--- src/hw/rtl/b2b_pkg.sv ---
// Package: shared constants, types and lookup functions for the BLAKE2b core.
`timescale 1ns / 1ps
`default_nettype none
package b2b_pkg;
	localparam int BlockWordsDef = 16;
	localparam logic [63:0] ParamMix = 64'h0000_0000_0101_0000;
	localparam logic [63:0] FinalFlag = 64'hFFFF_FFFF_FFFF_FFFF;
	localparam logic [4:0] DefaultRounds = 5'd12;
	localparam logic [6:0] DigestMax = 7'd64;
	localparam int CfgIdxW = 8;

	typedef enum logic [2:0] {
		ST_IDLE, ST_BYTE, ST_PAD, ST_CINIT, ST_MIX, ST_CFIN, ST_EMIT
	} state_t;

	typedef enum logic [CfgIdxW-1:0] {
		CFG_ROUNDS  = 8'd0,
		CFG_DIGEST  = 8'd1,
		CFG_SALT_LO = 8'd2,
		CFG_SALT_HI = 8'd3
	} cfg_reg_t;

	// Control for the shared mixing unit.
	typedef struct packed {
		logic cb_line;   // 0: a/d update, 1: c/b update
		logic late_half; // second half of G
	} gstep_ctl_t;

	localparam logic [3:0] SIGMA [10][16] = '{
		'{4'd0, 4'd1, 4'd2, 4'd3, 4'd4, 4'd5, 4'd6, 4'd7,
		  4'd8, 4'd9, 4'd10, 4'd11, 4'd12, 4'd13, 4'd14, 4'd15},
		'{4'd14, 4'd10, 4'd4, 4'd8, 4'd9, 4'd15, 4'd13, 4'd6,
		  4'd1, 4'd12, 4'd0, 4'd2, 4'd11, 4'd7, 4'd5, 4'd3},
		'{4'd11, 4'd8, 4'd12, 4'd0, 4'd5, 4'd2, 4'd15, 4'd13,
		  4'd10, 4'd14, 4'd3, 4'd6, 4'd7, 4'd1, 4'd9, 4'd4},
		'{4'd7, 4'd9, 4'd3, 4'd1, 4'd13, 4'd12, 4'd11, 4'd14,
		  4'd2, 4'd6, 4'd5, 4'd10, 4'd4, 4'd0, 4'd15, 4'd8},
		'{4'd9, 4'd0, 4'd5, 4'd7, 4'd2, 4'd4, 4'd10, 4'd15,
		  4'd14, 4'd1, 4'd11, 4'd12, 4'd6, 4'd8, 4'd3, 4'd13},
		'{4'd2, 4'd12, 4'd6, 4'd10, 4'd0, 4'd11, 4'd8, 4'd3,
		  4'd4, 4'd13, 4'd7, 4'd5, 4'd15, 4'd14, 4'd1, 4'd9},
		'{4'd12, 4'd5, 4'd1, 4'd15, 4'd14, 4'd13, 4'd4, 4'd10,
		  4'd0, 4'd7, 4'd6, 4'd3, 4'd9, 4'd2, 4'd8, 4'd11},
		'{4'd13, 4'd11, 4'd7, 4'd14, 4'd12, 4'd1, 4'd3, 4'd9,
		  4'd5, 4'd0, 4'd15, 4'd4, 4'd8, 4'd6, 4'd2, 4'd10},
		'{4'd6, 4'd15, 4'd14, 4'd9, 4'd11, 4'd3, 4'd0, 4'd8,
		  4'd12, 4'd2, 4'd13, 4'd7, 4'd1, 4'd4, 4'd10, 4'd5},
		'{4'd10, 4'd2, 4'd8, 4'd4, 4'd7, 4'd6, 4'd1, 4'd5,
		  4'd15, 4'd11, 4'd9, 4'd14, 4'd3, 4'd12, 4'd13, 4'd0}
	};

	localparam logic [3:0] LANE [8][4] = '{
		'{4'd0, 4'd4, 4'd8, 4'd12}, '{4'd1, 4'd5, 4'd9, 4'd13},
		'{4'd2, 4'd6, 4'd10, 4'd14}, '{4'd3, 4'd7, 4'd11, 4'd15},
		'{4'd0, 4'd5, 4'd10, 4'd15}, '{4'd1, 4'd6, 4'd11, 4'd12},
		'{4'd2, 4'd7, 4'd8, 4'd13}, '{4'd3, 4'd4, 4'd9, 4'd14}
	};

	function automatic logic [63:0] iv_word(input logic [2:0] k);
		logic [63:0] r;
		case (k)
			3'd0: r = 64'h6A09E667F3BCC908;
			3'd1: r = 64'hBB67AE8584CAA73B;
			3'd2: r = 64'h3C6EF372FE94F82B;
			3'd3: r = 64'hA54FF53A5F1D36F1;
			3'd4: r = 64'h510E527FADE682D1;
			3'd5: r = 64'h9B05688C2B3E6C1F;
			3'd6: r = 64'h1F83D9ABFB41BD6B;
			default: r = 64'h5BE0CD19137E2179;
		endcase
		return r;
	endfunction

	function automatic logic [3:0] sigma(input logic [3:0] row, input logic [3:0] pos);
		logic [3:0] r;
		r = (row > 4'd9) ? 4'd0 : SIGMA[row][pos];
		return r;
	endfunction
endpackage
`default_nettype wire

--- src/hw/rtl/b2b_gstep.sv ---
// Shared mixing unit: one quarter of the G function (one a/d or c/b update) per cycle.
`timescale 1ns / 1ps
`default_nettype none
module b2b_gstep
	import b2b_pkg::*;
(
	input  wire gstep_ctl_t  ctl,
	input  wire logic [63:0] x,   // a or c
	input  wire logic [63:0] y,   // b or d
	input  wire logic [63:0] z,   // d or b
	input  wire logic [63:0] m,
	output logic [63:0] x_new,
	output logic [63:0] z_new
);
	logic [63:0] t;
	always_comb begin
		x_new = x + y + (ctl.cb_line ? 64'd0 : m);
		t = z ^ x_new;
		case ({ctl.late_half, ctl.cb_line})
			2'b00: z_new = {t[31:0], t[63:32]};
			2'b01: z_new = {t[23:0], t[63:24]};
			2'b10: z_new = {t[15:0], t[63:16]};
			default: z_new = {t[62:0], t[63]};
		endcase
	end
endmodule
`default_nettype wire

--- config.mk ---
export PLATFORM = sky130hd
export DESIGN_NAME = b2b_gstep
export DESIGN_NICKNAME = d
export VERILOG_FILES = /design/src/hw/rtl/b2b_pkg.sv /design/src/hw/rtl/b2b_gstep.sv
export SDC_FILE = /design/constraint.sdc
export NUM_CORES = 1
export LEC_CHECK = 0
export BUFFER_PORTS_ARGS = -buffer_cell sky130_fd_sc_hd__buf_2
export CAP_MARGIN = 10
export CORE_AREA = 4 4 163 165
export DETAILED_ROUTE_END_ITERATION = 16
export DIE_AREA = 0 0 167 169
export SYNTH_ARGS = -nofsm -noshare
export SYNTH_HDL_FRONTEND = slang
export SYNTH_SLANG_ARGS = --single-unit
export TNS_END_PERCENT = 5
--- constraint.sdc ---
create_clock -name vclk -period 7.3
set_input_delay 0.73 -clock vclk [all_inputs]
set_output_delay 0.73 -clock vclk [all_outputs]
set_load 0.05 [all_outputs]
# After elaboration in Yosys (flattened, before gate mapping)
# Index checks and enable logic that the tools add are counted.
word_totals:
  register_bits: 0
  memories: 0
  ramBits: 0
  output_inout_bits: 128
  inputBits: 258
  latch_bits: 0
  romBits: 0
op_classes:
  multipliers: 0
  n_shift: 0
  bitwise_logic: 1
  eq_ne: 2
  div: 0
  n_reduce_logical: 1
  add_sub_neg: 2
  n_mux: 2
  magnitude_cmp: 0
ops:
  columns: ["cell", "count"]
  rows:
  - ["$pmux 64 s3", 1]
  - ["$add 64x64->64", 2]
  - ["$mux 64", 1]
  - ["$xor 64x64->64", 1]
  - ["$eq 2x1->1 const B", 1]
  - ["$eq 2x2->1 const B", 1]
  - ["$logic_not 2->1", 1]

# Logic depth before layout (Yosys ltp)
depth:
  ltp_word: 4
  ltp_mapped: 17
  depth_no_buf: 15

# Least setup slack after synthesis
# Ideal clock, no wire load.
synth_timing:
  path_kind: "input-to-output"
  start: "input ctl[1] (netlist name)"
  end: "output z_new[20]"
  path_buffers: 3
  path_stages: 15
  slack_ns: 0.164
  arrival_ns: 6.406
  cell_sequence: "clkbuf_1 clkbuf_1 nor2b_1 fa_1 ha_1 buf_4 nand2_1 o21ai_0 a21o_2 a21oi_1 o21bai_1 mux2_2 a311oi_1 xnor2_1 a221oi_1"
synth_between:
  elab_chain_cells: 4
  word_cells_on_any_way: 7
synth_lines:
  columns: ["element", "line", "text"]
  rows:
  - ["start, declared", "b2b_gstep.sv:7", "input wire gstep_ctl_t ctl,"]
  - ["$mux 64", "b2b_gstep.sv:17", "x_new = x + y + (ctl.cb_line ? 64'd0 : m);"]
  - ["$add 64x64->64", "b2b_gstep.sv:17", null]
  - ["named net x_new[52]", "b2b_gstep.sv:12", "output logic [63:0] x_new,"]
  - ["$xor 64x64->64", "b2b_gstep.sv:18", "t = z ^ x_new;"]
  - ["$pmux 64 s3", "b2b_gstep.sv:19", "case ({ctl.late_half, ctl.cb_line})"]
  - ["end, declared", "b2b_gstep.sv:13", "output logic [63:0] z_new"]
# The timed path passes the listed nets, and every way through them passes these cells.

# Worst setup path in the final report
layout_timing:
  start: "input ctl[1] (netlist name)"
  end: "output z_new[15]"
layout_between:
  elab_chain_cells: 4
  word_cells_on_any_way: 7
layout_lines:
  columns: ["element", "line"]
  rows:
  - ["$mux 64", "b2b_gstep.sv:17"]
  - ["$add 64x64->64", "b2b_gstep.sv:17"]
  - ["$xor 64x64->64", "b2b_gstep.sv:18"]
  - ["$pmux 64 s3 *", "b2b_gstep.sv:19"]
# Every way passes the cells marked *; elsewhere a longest branch is shown, timed or not.

==> results.json <==
{
  "critical_path_class": "primary input to primary output",
  "gp_routability_congestion": 0.944,
  "detailedRoute.firstPassIterationCount": 5,
  "setup_tns_ns": 0,
  "crit_fanout": 51,
  "mapped_nets": 1536,
  "route.antenna.remaining_nets": 0,
  "synth_area_um2": 8710,
  "pin_count_of_the_biggest_net_entering_global_routing": 91,
  "worst-slew-pin-transition_ns": 1.11,
  "grt_setup_unrepaired": "no",
  "cellPowerDensity_nw_per_um2": 330,
  "syn_to_final_growth_pct": 22.2,
  "via_per_inst": 5.68,
  "global_route.overflow_total": 0,
  "number_of_setup_buffers_added_after_cts": 0,
  "cp_data_arrival_time_ns": 6.32,
  "run_status": "finished, final reports clean",
  "cellLeakagePower_uw": 0.00494,
  "syn_inst": 1152,
  "type_of_element_capturing_the_critical_path": "primary output",
  "maxSlewHeadroom_pct": 25.8,
  "port-buffer-count": 386,
  "routed_via_count": 10200,
  "finalNetCount": 1853,
  "die-area_um2": 28200,
  "yosysWarnings": 0,
  "min_delay_path_depth": 3,
  "fin_max_slew_vios": 0,
  "synthTopCellsByArea": "fa_1 15%, ha_1 8.9%, a21oi_1 6.2%, xnor2_1 6.1%, xor2_1 5.7%",
  "post-synth-top-area-cell": "fa_1",
  "crit_path_start_kind": "primary input",
  "design.seq.count": 0,
  "grt_antenna_before_repair": 2,
  "seq_area_frac_synth_pct": 0,
  "maxCapViolCount": 0,
  "synthesis.area_per_instance_um2": 7.56,
  "worst_hold_path_type": "primary input to primary output",
  "finish.instance_area_um2": 10700,
  "post-route-util_pct": 42.5,
  "grt_pass1_vias": 9945,
  "report.final.setup_viol": 0,
  "drive_above_1_share_pct": 29.5,
  "initial_core_utilization_pct": 34.8,
  "vdd_drop_max_mv": 0.255,
  "routed_wire_length_per_instance_um": 22.4,
  "final-hold-violation-count": 0,
  "max_freq_ghz": 0.142,
  "synthTopCellsByCount": "118 x nand2_1, 108 x a21oi_1, 90 x nor2_1, 69 x nor2b_1, 67 x o21ai_0",
  "post-route-drc-count": 0,
  "synth_top_cell_area_share_pct": 14.7,
  "seqCellArea_um2": 0,
  "row_count": 58,
  "clock_buffer_count": 0,
  "fp.dieH_um": 169,
  "wirelength_um": 40300,
  "number_of_top_level_pins": 386,
  "post-synth-top-count-cell": "nand2_1",
  "grt_first_pass_wirelength_um": 59300,
  "post_dp_cell_area_um2": 10600,
  "crit_required_ns": 6.57,
  "drt_iter0_markers": 752,
  "die-width_um": 167,
  "gr-usage-all-layers_pct": 26.6,
  "post_synth_num_cell_types": 92,
  "total_core_area_um2": 25000,
  "place.detailed.hpwl_um": 34900,
  "final.period_utilization_pct": 96.6,
  "fin_worst_hold_slack_ns": 2.01,
  "final_period_minus_worst_setup_slack_ns": 7.05
}
report_power, final:
group	internal, µW	switching (µW)
Sequential	0	0
Clock	0.0000183	0
Combinational	937	2580
Total	937	2580
timing repair:
item                                   4_1_cts  5_1_grt
gates resized for setup                      0        1
endpoints found under the hold margin        0        0
setup endpoints to repair                    0        5
hold buffers                                 0        0
cells by family after synthesis:
| logic type | Yosys count | share of synthesized area (%) |
|---|---|---|
| muxes | 22 | 3.85 |
| and+or+nand+nor | 407 | 23.2 |
| buffers and inverters | 96 | 6.10 |
| AOI/OAI and AO/OA | 371 | 28.3 |
| xor gates and xnor gates | 130 | 14.9 |
| adders and majority gates | 126 | 23.6 |
through the flow:
step	instances	power [µW]	worst slack, ns
2_1_floorplan	1152	2520	0.164
3_3_place_gp	1797	3500	0.207
3_5_place_dp	1797	3490	0.325
4_1_cts	1797	3500	0.309
5_1_grt	1798	3710	0.0633
6_report	1798	3520	0.249
metal layers:
metal	vias to the layer above	part of all wire (%)	global-route usage, %
met4	2	2.5	5.34
met2	519	49	47.5
met1	4821	41	34.7
li1	4812	-	-
met5	-	0.017	0
met3	53	7.9	3.46
layout make-up:
type	count	area [µm²]
antenna	1	2.50
inverter	20	75.1
timing repair buffer	391	1970
multi-input combinational	1056	8190
tap	330	413
fill	2736	14400
placed cells by master, fill, tap and decap left out, types with 4 or more instances in the layout:
cell type    n
mux4_2       9
o21a_1      15
a22oi_1      4
a221oi_1     7
a2bb2oi_1    5
ha_1        62
nor4_1       4
xor2_1      57
nor2b_1     69
a211oi_1    22
and3_1       7
buf_2      385
a21oi_1    108
nand2_1    118
or3_1        6
nor3_1      17
and2_1      12
xnor2_1     61
xor3_1       4
a21o_2       4
o21ai_0     67
nand2b_1    11
o22ai_1     12
o211ai_1     8
o211a_1      4
a21o_1      24
mux2i_1     11
o21bai_1    16
o2bb2ai_1    4
xnor3_1      7
fa_1        64
a21boi_0     6
nor2_1      90
buf_4        6
a31oi_1     24
nand3_1     21
nand4_1     28
inv_1       19
or2_2        5
worst max-delay path, stage by stage:
cell	delay, ns
buf_4	0.50
nor2b_1	0.13
fa_1	0.51
ha_1	0.16
inv_1	0.05
fa_1	0.38
nand2b_1	0.17
a21oi_1	0.29
o21ai_0	0.27
a31o_2	0.35
and2_1	0.20
o21ai_0	0.79
xnor2_1	0.30
xor2_1	0.55
nor2_1	0.09
o32ai_1	0.46
buf_2	0.36
final timing paths:
path                  startpoint        end
worst min-delay path        x[0]   x_new[0]
worst max-delay path      ctl[1]  z_new[15]
No activity file was read; power rests on OpenSTA's default activity.
